==> src/rtl/core/b64e_pkg.sv <==
// shared types, constants and the character mapping of the base64 encoder
`default_nettype none

package b64e_pkg;

  // characters one input byte can produce at most
  localparam int unsigned NCHAR = 4;
  localparam int unsigned CIDX_W = $clog2(NCHAR);

  // depth of the queue between front and back
  localparam int unsigned QDEPTH = 2;

  // pad character '='
  localparam logic [7:0] PAD_CHAR = 8'h3D;

  // position in the three-byte group
  typedef enum logic [1:0] {
    PH_G0 = 2'd0,
    PH_G1 = 2'd1,
    PH_G2 = 2'd2
  } b64e_phase_t;

  // one work item handed from front to back
  typedef struct packed {
    logic [NCHAR-1:0][7:0] chars;
    logic [CIDX_W-1:0]     last_idx;
    logic                  fin;
  } b64e_entry_t;

  // standard alphabet lookup for a 6-bit value
  function automatic logic [7:0] sextet(input logic [5:0] v);
    logic [7:0] w;
    logic [7:0] ch;
    w = {2'b00, v};
    if (v < 6'd26) begin
      ch = 8'(w + 8'h41);
    end else if (v < 6'd52) begin
      ch = 8'(w + 8'd71);
    end else if (v < 6'd62) begin
      ch = 8'(w - 8'd4);
    end else if (v == 6'd62) begin
      ch = 8'h2B;
    end else begin
      ch = 8'h2F;
    end
    return ch;
  endfunction

endpackage

`default_nettype wire

==> src/rtl/core/base64_stream_encoder_core.sv <==
// Streaming base64 encoder, standard alphabet with '=' padding.
// Input channel: one raw byte per beat (in_data_byte) with in_final_byte marking
// the last byte of a message; every message ends with a final byte.
// Output channel: one ASCII character per beat (out_char); out_run_end marks the
// last character caused by an input byte, out_message_end the last character
// of the whole encoded message.
// An ordinary byte yields one or two characters, a final byte two to four
// (the zero-filled tail character and the '=' pads the group position needs).
// A character passes through the queue storage and then the output register.
// Throughput: the output side moves one character per cycle while out_ready
// is high; the input side takes one byte per cycle while the two-entry queue
// between the byte front end and the character back end has room. The back
// end's single output register sets the character rate.
// When the receiver stalls, the output register holds its character and the
// queue fills; in_ready drops only once the queue is full.
// Reset clears the group position, leftover bits, queue and output valid;
// the block then starts at the beginning of a three-byte group.
`default_nettype none

module base64_stream_encoder_core
  import b64e_pkg::*;
(
  input  wire logic       clk,
  input  wire logic       rst_n,
  input  wire logic       in_valid,
  output logic            in_ready,
  input  wire logic [7:0] in_data_byte,
  input  wire logic       in_final_byte,
  output logic            out_valid,
  input  wire logic       out_ready,
  output logic [7:0]      out_char,
  output logic            out_run_end,
  output logic            out_message_end
);

  logic        push_valid, push_ready;
  b64e_entry_t push_entry;
  logic        pop_valid, pop;
  b64e_entry_t pop_entry;

  // byte front end
  b64e_front u_front (
    .clk           (clk),
    .rst_n         (rst_n),
    .in_valid      (in_valid),
    .in_ready      (in_ready),
    .in_data_byte  (in_data_byte),
    .in_final_byte (in_final_byte),
    .push_valid    (push_valid),
    .push_ready    (push_ready),
    .push_entry    (push_entry)
  );

  // entry queue
  b64e_queue u_queue (
    .clk        (clk),
    .rst_n      (rst_n),
    .push_valid (push_valid),
    .push_ready (push_ready),
    .push_entry (push_entry),
    .pop_valid  (pop_valid),
    .pop        (pop),
    .pop_entry  (pop_entry)
  );

  // character back end
  b64e_back u_back (
    .clk             (clk),
    .rst_n           (rst_n),
    .pop_valid       (pop_valid),
    .pop             (pop),
    .pop_entry       (pop_entry),
    .out_valid       (out_valid),
    .out_ready       (out_ready),
    .out_char        (out_char),
    .out_run_end     (out_run_end),
    .out_message_end (out_message_end)
  );

endmodule

`default_nettype wire

==> src/rtl/core/b64e_front.sv <==
// front end: accepts bytes, tracks group position and builds character entries
`default_nettype none

module b64e_front
  import b64e_pkg::*;
(
  input  wire logic        clk,
  input  wire logic        rst_n,
  input  wire logic        in_valid,
  output logic             in_ready,
  input  wire logic [7:0]  in_data_byte,
  input  wire logic        in_final_byte,
  output logic             push_valid,
  input  wire logic        push_ready,
  output b64e_entry_t      push_entry
);

  b64e_phase_t phase_r, phase_nxt;
  logic [3:0]  left_r, left_nxt;
  logic        accept;

  assign in_ready   = push_ready;
  assign push_valid = in_valid;
  assign accept     = in_valid && push_ready;

  // next group position and leftover bits
  always_comb begin
    phase_nxt = phase_r;
    left_nxt  = left_r;
    if (accept) begin
      unique case (phase_r)
        PH_G1: begin
          phase_nxt = PH_G2;
          left_nxt  = in_data_byte[3:0];
        end
        PH_G2: begin
          phase_nxt = PH_G0;
          left_nxt  = 4'd0;
        end
        default: begin
          phase_nxt = PH_G1;
          left_nxt  = {2'b00, in_data_byte[1:0]};
        end
      endcase
      if (in_final_byte) begin
        phase_nxt = PH_G0;
        left_nxt  = 4'd0;
      end
    end
  end

  // characters this byte completes, plus flush and pad on the final byte
  always_comb begin
    push_entry.chars    = {NCHAR{PAD_CHAR}};
    push_entry.fin      = in_final_byte;
    push_entry.last_idx = CIDX_W'(0);
    unique case (phase_r)
      PH_G1: begin
        push_entry.chars[0] = sextet({left_r[1:0], in_data_byte[7:4]});
        push_entry.chars[1] = sextet({in_data_byte[3:0], 2'b00});
        push_entry.last_idx = in_final_byte ? CIDX_W'(2) : CIDX_W'(0);
      end
      PH_G2: begin
        push_entry.chars[0] = sextet({left_r, in_data_byte[7:6]});
        push_entry.chars[1] = sextet(in_data_byte[5:0]);
        push_entry.last_idx = CIDX_W'(1);
      end
      default: begin
        push_entry.chars[0] = sextet(in_data_byte[7:2]);
        push_entry.chars[1] = sextet({in_data_byte[1:0], 4'b0000});
        push_entry.last_idx = in_final_byte ? CIDX_W'(3) : CIDX_W'(0);
      end
    endcase
  end

  // state registers
  always_ff @(posedge clk) begin
    if (!rst_n) begin
      phase_r <= PH_G0;
      left_r  <= 4'd0;
    end else begin
      phase_r <= phase_nxt;
      left_r  <= left_nxt;
    end
  end

endmodule

`default_nettype wire

==> src/rtl/core/b64e_queue.sv <==
// short fifo of character entries between front and back
`default_nettype none

module b64e_queue
  import b64e_pkg::*;
(
  input  wire logic   clk,
  input  wire logic   rst_n,
  input  wire logic   push_valid,
  output logic        push_ready,
  input  b64e_entry_t push_entry,
  output logic        pop_valid,
  input  wire logic   pop,
  output b64e_entry_t pop_entry
);

  localparam int unsigned PTR_W = (QDEPTH > 1) ? $clog2(QDEPTH) : 1;
  localparam int unsigned CNT_W = $clog2(QDEPTH + 1);

  b64e_entry_t       mem_r [QDEPTH];
  logic [PTR_W-1:0]  wr_ptr_r, wr_ptr_nxt;
  logic [PTR_W-1:0]  rd_ptr_r, rd_ptr_nxt;
  logic [CNT_W-1:0]  cnt_r, cnt_nxt;
  logic              do_push, do_pop;

  assign push_ready = (cnt_r != CNT_W'(QDEPTH));
  assign pop_valid  = (cnt_r != CNT_W'(0));
  assign pop_entry  = mem_r[rd_ptr_r];
  assign do_push    = push_valid && push_ready;
  assign do_pop     = pop && pop_valid;

  // pointer and fill count update
  always_comb begin
    wr_ptr_nxt = wr_ptr_r;
    rd_ptr_nxt = rd_ptr_r;
    cnt_nxt    = cnt_r;
    if (do_push) begin
      wr_ptr_nxt = (wr_ptr_r == PTR_W'(QDEPTH - 1)) ? PTR_W'(0) : PTR_W'(wr_ptr_r + 1'b1);
    end
    if (do_pop) begin
      rd_ptr_nxt = (rd_ptr_r == PTR_W'(QDEPTH - 1)) ? PTR_W'(0) : PTR_W'(rd_ptr_r + 1'b1);
    end
    if (do_push && !do_pop) begin
      cnt_nxt = CNT_W'(cnt_r + 1'b1);
    end else if (do_pop && !do_push) begin
      cnt_nxt = CNT_W'(cnt_r - 1'b1);
    end
  end

  always_ff @(posedge clk) begin
    if (!rst_n) begin
      wr_ptr_r <= PTR_W'(0);
      rd_ptr_r <= PTR_W'(0);
      cnt_r    <= CNT_W'(0);
    end else begin
      wr_ptr_r <= wr_ptr_nxt;
      rd_ptr_r <= rd_ptr_nxt;
      cnt_r    <= cnt_nxt;
    end
  end

  // entry storage
  always_ff @(posedge clk) begin
    if (do_push) begin
      mem_r[wr_ptr_r] <= push_entry;
    end
  end

endmodule

`default_nettype wire

==> src/rtl/core/b64e_back.sv <==
// back end: walks the head entry one character per beat into the output register
`default_nettype none

module b64e_back
  import b64e_pkg::*;
(
  input  wire logic        clk,
  input  wire logic        rst_n,
  input  wire logic        pop_valid,
  output logic             pop,
  input  b64e_entry_t      pop_entry,
  output logic             out_valid,
  input  wire logic        out_ready,
  output logic [7:0]       out_char,
  output logic             out_run_end,
  output logic             out_message_end
);

  logic [CIDX_W-1:0] idx_r, idx_nxt;
  logic              ovalid_r, ovalid_nxt;
  logic [7:0]        char_r;
  logic              run_end_r, msg_end_r;
  logic              load, is_last;

  assign load    = pop_valid && (!ovalid_r || out_ready);
  assign is_last = (idx_r == pop_entry.last_idx);
  assign pop     = load && is_last;

  // character index within the head entry and output valid
  always_comb begin
    idx_nxt    = idx_r;
    ovalid_nxt = ovalid_r;
    if (out_ready) begin
      ovalid_nxt = 1'b0;
    end
    if (load) begin
      ovalid_nxt = 1'b1;
      idx_nxt    = is_last ? CIDX_W'(0) : CIDX_W'(idx_r + 1'b1);
    end
  end

  always_ff @(posedge clk) begin
    if (!rst_n) begin
      idx_r    <= CIDX_W'(0);
      ovalid_r <= 1'b0;
    end else begin
      idx_r    <= idx_nxt;
      ovalid_r <= ovalid_nxt;
    end
  end

  // output payload register
  always_ff @(posedge clk) begin
    if (load) begin
      char_r    <= pop_entry.chars[idx_r];
      run_end_r <= is_last;
      msg_end_r <= is_last && pop_entry.fin;
    end
  end

  assign out_valid       = ovalid_r;
  assign out_char        = char_r;
  assign out_run_end     = run_end_r;
  assign out_message_end = msg_end_r;

endmodule

`default_nettype wire

==> config.mk <==
export PLATFORM = sky130hd
export DESIGN_NAME = base64_stream_encoder_core
export DESIGN_NICKNAME = d
export VERILOG_FILES = /design/src/rtl/core/b64e_pkg.sv /design/src/rtl/core/base64_stream_encoder_core.sv /design/src/rtl/core/b64e_front.sv /design/src/rtl/core/b64e_queue.sv /design/src/rtl/core/b64e_back.sv
export SDC_FILE = /design/constraint.sdc
export NUM_CORES = 1
export LEC_CHECK = 0
export ABC_AREA = 1
export CORE_MARGIN = 4
export CORE_UTILIZATION = 63
export CTS_CLUSTER_SIZE = 28
export DETAILED_ROUTE_END_ITERATION = 10
export DONT_BUFFER_PORTS = 1
export PLACE_DENSITY = 0.79
export SKIP_CTS_REPAIR_TIMING = 1
export SKIP_LAST_GASP = 1
export SYNTH_ARGS = -nofsm -noshare
export SYNTH_HDL_FRONTEND = slang
export SYNTH_SLANG_ARGS = --single-unit
==> constraint.sdc <==
create_clock -name clk -period 5.26 [get_ports clk]
set_clock_uncertainty 0.05 [all_clocks]
set_input_delay 0.789 -clock clk [delete_from_list [all_inputs] [get_ports clk]]
set_output_delay 0.789 -clock clk [all_outputs]
set_load 0.02 [all_outputs]
=== Word-level counts from Yosys, hierarchy flattened ===
Memory sizes are Yosys's and may differ from the RTL's. A register that Yosys moved wholly into a read port is not among the register bits.
Cells that the tools add are included.

* Word-level logic and storage cells: 117
* Memories: 1
* Register bits: 23
* Input port bits: 13
* Output and inout bits: 12
* Bits in writable memories: 38

{| class="wikitable"
|+ Memories
! memory !! depth !! bits a word !! rd ports !! clocked after memory_dff !! write ports !! RTL line !! source
|-
| u_queue.mem_r || 2 || 19 || 1 || 1 || 1 || b64e_queue.sv:20 || <nowiki>b64e_entry_t mem_r [QDEPTH];</nowiki>
|}

* Reductions and logical operators: 14
* Equal/unequal tests: 8
* Magnitude comparators: 19
* Muxes and demuxes: 42
* Add/sub/neg operators: 23

{| class="wikitable"
|+ Operators with widths
! kind !! number
|-
| $mux W8 || 19
|-
| $add A6 B7 Y8 const B || 12
|-
| $lt A6 B6 Y1 const B || 12
|-
| $sub A6 B3 Y7 const B || 6
|-
| $lt A6 B5 Y1 const B || 6
|-
| $pmux W18 S2 || 1
|-
| $eq A6 B6 Y1 const B || 4
|-
| $bmux W8 S2 || 1
|-
| $mux W2 || 6
|-
| $mux W3 || 4
|-
| $mux W1 || 8
|-
| $pmux W4 S2 || 1
|-
| $logic_and A1 B1 Y1 || 7
|-
| $reduce_bool A2 Y1 || 3
|-
| $add A2 B1 Y2 const B || 2
|-
| $mux W4 || 1
|-
| $pmux W2 S2 || 1
|-
| $logic_not A1 Y1 || 3
|-
| $lt A2 B3 Y1 const B || 1
|-
| $add A1 B1 Y1 const B || 2
|-
| $eq A2 B1 Y1 const B || 1
|-
| $eq A2 B2 Y1 || 1
|-
| $eq A2 B2 Y1 const B || 1
|-
| $ne A2 B2 Y1 const B || 1
|-
| 2 further kinds || 2
|}

=== Longest topological paths before layout ===
* Depth after elaboration: 8
* Depth in mapped cells: 13
* Mapped depth without buffers: 12

=== Cells and area by module ===
Synthesis repeated with hierarchy kept, for this count alone.

* Cell total of the unflattened synthesis: 666
* Area, all modules: 6179.7 um^2

{| class="wikitable"
|+ Modules (own cells, without submodules)
! module !! seq. area each (um^2) !! cells an instance !! area each (um^2) !! instances
|-
| b64e_queue || 2202.1 || 146 || 2920.3 || 1
|-
| b64e_front || 120.1 || 432 || 2503.7 || 1
|-
| b64e_back || 360.3 || 88 || 755.7 || 1
|}

=== Worst setup path before layout ===
OpenSTA, ideal clock, no wires.

* Kind: input to register
* From: input port in_valid
* To: memory u_queue.mem_r[1][0] in the netlist's numbering, enable pin
* Setup slack: 2.915 ns
* Library setup time: 0.396 ns
* Stages on the path: 3
* Data arrival time: 1.899 ns
* Buffers on the path: 1
* Data required time: 4.814 ns
* Cell sequence: nand2_1 -> buf_2 -> nor2_1

* Longest elaborated chain between the ends: 3

{| class="wikitable"
|+ RTL lines
! element !! RTL line !! source
|-
| from (decl) || base64_stream_encoder_core.sv:25 || <nowiki>input wire logic in_valid,</nowiki>
|-
| $logic_and A1 B1 Y1 || b64e_queue.sv:29 || <nowiki>assign do_push = push_valid && push_ready;</nowiki>
|-
| $mux W1 || b64e_queue.sv:64 || <nowiki>if (do_push) begin</nowiki>
|-
| $mux W1 (implied by the code) || b64e_queue.sv:65 || <nowiki>mem_r[wr_ptr_r] <= push_entry;</nowiki>
|-
| to (decl) || b64e_queue.sv:20 ||
|}

Every way passes these cells.

==> flow_summary_export.csv <==
group,metric,value,unit
logic_synthesis,synth_top_cell_by_area,"sky130_fd_sc_hd__edfxtp_1",
detailed_routing,initial_drc_count,248,
sta,hold_violations,0,
sta,clock.fmax,0.3996,GHz
layout,antenna_fix_cells,0,
logic_synthesis,synthesis.nets,634,
logic_synthesis,yosys.cell_types.count,41,
worst_setup_path,crit_type,"register to register",
clock_tree,clock_tree_from_tritoncts,"yes",
job,cap_viol_max_count,0,
logic_synthesis,synth_seq_cells,62,
pwr,pwr_density_cell,412.1,nW/um^2
sta,final.period_utilization,0.4757,
logic_synthesis,netlist_top_cells_count,"sky130_fd_sc_hd__nand2_1 (147), sky130_fd_sc_hd__nor2_1 (65), sky130_fd_sc_hd__nand3_1 (60)",
worst_setup_path,timing.critical_path.cells,"inv_2 > nand2_1 > nand3_1 > nand2_1 > nand3_2 > ha_1 > a21oi_1 > o21ai_0 > o21ai_0 > a21oi_1",
clock_tree,h-tree-depth,3,
logic_synthesis,synth-warning-count,0,
floorplan,initial_utilization,0.6545,
logic_synthesis,seq_area_frac_synth,0.3830,
floorplan,core,6869,sq um
worst_setup_path,arrival,2680,ps
grt,antenna_found_initial,0,
layout,final_net_count,624,
grt,grtUsageMet3,0.04305,
detailed_routing,detail_route.drc_violations,0,
detailed_routing,wl_per_cell,15.51,um
logic_synthesis,dominantRegCellSynth,"sky130_fd_sc_hd__edfxtp_1",
grt,met1_usage,0.3488,
logic_synthesis,yosys.cell_count.top_type,"sky130_fd_sc_hd__nand2_1",
layout,area_growth_syn_to_layout,3.312,%
layout,drive_above_1_share,0.1113,
sta,worst_pin_slew,728.0,ps
grt,grt_max_degree,21,
clock_tree,clock-sinks,62,
floorplan,die_width,92.48,um
clock_tree,clock-root-buffer,"sky130_fd_sc_hd__clkbuf_8",
layout,utilization,0.6761,
worst_setup_path,critical_path_required,5430,ps
grt,most_used_routing_layer_in_global_routing,"met2",
grt,grt_met2_use,0.4048,
min_path,min_path_type,"register to register",
logic_synthesis,synthDominantCellAreaShare,0.3206,
floorplan,pin_count,25,
sta,finalSetupViolCount,0,
min_path,hold-path-cell-count,2,
clock_tree,clk_latency,340,ps
grt,global_route.overflow_total,0,
detailed_routing,firstDrtPassIters,7,
floorplan,die_area,8552,sq um
placement,gpl.final_weighted_congestion,0.9843,
layout,fill_cells,595,
sta,worst_slew_margin_rel,0.5140,
logic_synthesis,synth_enable_flop_cells,48,
logic_synthesis,syn-mean-instance-area,7.518,sq um
sta,worst_hold_slack,467.6,ps
clock_tree,clk_pin_slew_worst_paths,60,ps
sta,totalNegativeSetupSlack,0,ps
sta,drv_slew,0,
logic_synthesis,ys_top_cells_by_area,"sky130_fd_sc_hd__edfxtp_1 (32%), sky130_fd_sc_hd__nand2_1 (12%), sky130_fd_sc_hd__nand3_1 (6.7%)",
detailed_routing,detail_routed_via_count_per_cell,5.758,
worst_setup_path,worst-path-max-fanout,20,
placement,post_dp_hpwl,7.980,mm
logic_synthesis,synthesized_netlist_cell_count,598,
pwr,total_power,1914,uW
grt,grt_pass1_wl,17.63,mm
worst_setup_path,worstSetupStartpointType,"register",
pwr,power.ir.vdd_worst,0.0001899,V
worst_setup_path,timing.critical_path.slowest_cell_delay,790,ps
worst_setup_path,worstRegToRegCells,10,
clock_tree,cts_inserted_buffers,9,
pwr,p_leak,0.001979,uW
worst_setup_path,crit_path_end_kind,"register",
logic_synthesis,netlist_area,4496,sq um
floorplan,rows,30,
detailed_routing,drt.antenna.violating_nets,0,
clock_tree,clk_path_buf_depth,2,
detailed_routing,route.final.wire_length,10.69,mm
placement,numPortBuffers,0,
worst_setup_path,cp_slowest_cell,"sky130_fd_sc_hd__dfxtp_1",
floorplan,floorplan.die.height,92.48,um
outcome,run_status,"complete, no violations",
detailed_routing,routed-via-count,3967,
logic_synthesis,synthArstFlopShare,0,
sta,finalWorstPathRequiredPeriod,2502,ps
grt,groute.usage.overall,0.2584,
sta,grt_setup_unrepaired,"no",
sta,timing.final.ws_setup,2758,ps
placement,setup_slack_at_placement,2763,ps
grt,first_global_vias,3701,
worst paths after layout:
path	from	end	slack (ps)
max	register	u_queue.cnt_r[1]	2760
min	u_queue.cnt_r[1]	u_queue.cnt_r[1]	470
max reg2reg	register	u_queue.cnt_r[1]	2760
min reg2reg	u_queue.cnt_r[1]	u_queue.cnt_r[1]	470
kinds of logic after synthesis:
kind of cell               Yosys count  synth area share
and+or+nand+nor                    313            0.3106
AOI/OAI and AO/OA                  101            0.1280
adders and majority gates           23           0.06401
DFF                                 62            0.3830
xor gates and xnor gates            11           0.02310
buffers and inverters               88           0.09129
routing by layer:
metal / routed length, um / share of wire
met2: 4907 / 0.46
met4: 286 / 0.027
met5: 0 / 0
met3: 681 / 0.064
met1: 4811 / 0.45
area by class of cell:
class	instances	area, sq um	area share
inverters	65	244.0	0.05253
clock inverters	6	52.55	0.01131
multi-input cells	448	2364	0.5089
flip-flops and latches	62	1722	0.3707
well taps	96	120.1	0.02586
repair buffers	2	15.01	0.003233
clock buffers	10	127.6	0.02748
flip-flops by register name (all words and copies together), names as in the netlist, 2 cells and up, named ones only:
name,flops
u_back.idx_r,2
u_back.out_char,8
u_front.left_r,4
u_front.phase_r,2
u_queue.cnt_r,2
u_queue.mem_r,38
stage by stage:
| stage | area [sq um] | instances |
|---|---|---|
| global route | 4644 | 689 |
| floorplan | 4496 | 598 |
| detailed placement | 4464 | 673 |
| finish | 4644 | 689 |
| CTS | 4644 | 689 |
| global placement | 4464 | 673 |
power breakdown:
part / internal, uW / switching, uW / total (uW)
Sequential: 727 / 143 / 871
Clock: 213 / 177 / 390
Combinational: 209 / 445 / 654
Total: 1150 / 765 / 1910
cell usage in the layout (no fill, tap or decap), types with 6 or more instances in the layout:
| cell type | netlist | final |
|---|---|---|
| sky130_fd_sc_hd__nand2_1 | 147 | 147 |
| sky130_fd_sc_hd__nand2_2 | 12 | 12 |
| sky130_fd_sc_hd__ha_1 | 23 | 23 |
| sky130_fd_sc_hd__clkinv_1 | 4 | 6 |
| sky130_fd_sc_hd__a21oi_1 | 32 | 32 |
| sky130_fd_sc_hd__inv_2 | 20 | 20 |
| sky130_fd_sc_hd__inv_1 | 41 | 41 |
| sky130_fd_sc_hd__nand3_1 | 60 | 60 |
| sky130_fd_sc_hd__nor3_1 | 6 | 6 |
| sky130_fd_sc_hd__nand4_1 | 8 | 8 |
| sky130_fd_sc_hd__clkbuf_8 | 0 | 9 |
| sky130_fd_sc_hd__edfxtp_1 | 48 | 48 |
| sky130_fd_sc_hd__o21ai_1 | 6 | 6 |
| sky130_fd_sc_hd__nor2_1 | 65 | 65 |
| sky130_fd_sc_hd__dfxtp_1 | 14 | 14 |
| sky130_fd_sc_hd__o21ai_0 | 40 | 40 |
critical path: cells and delay by family, from the launching register on:
kind / cells / cell delay [ps]
flip-flops: 1 / 790
AND/OR/NAND/NOR: 4 / 490
AO/OA/AOI/OAI: 4 / 430
adder cells (fa/ha/maj): 1 / 340
buffers and inverters: 1 / 300
Power figures use the tool's default switching activity.
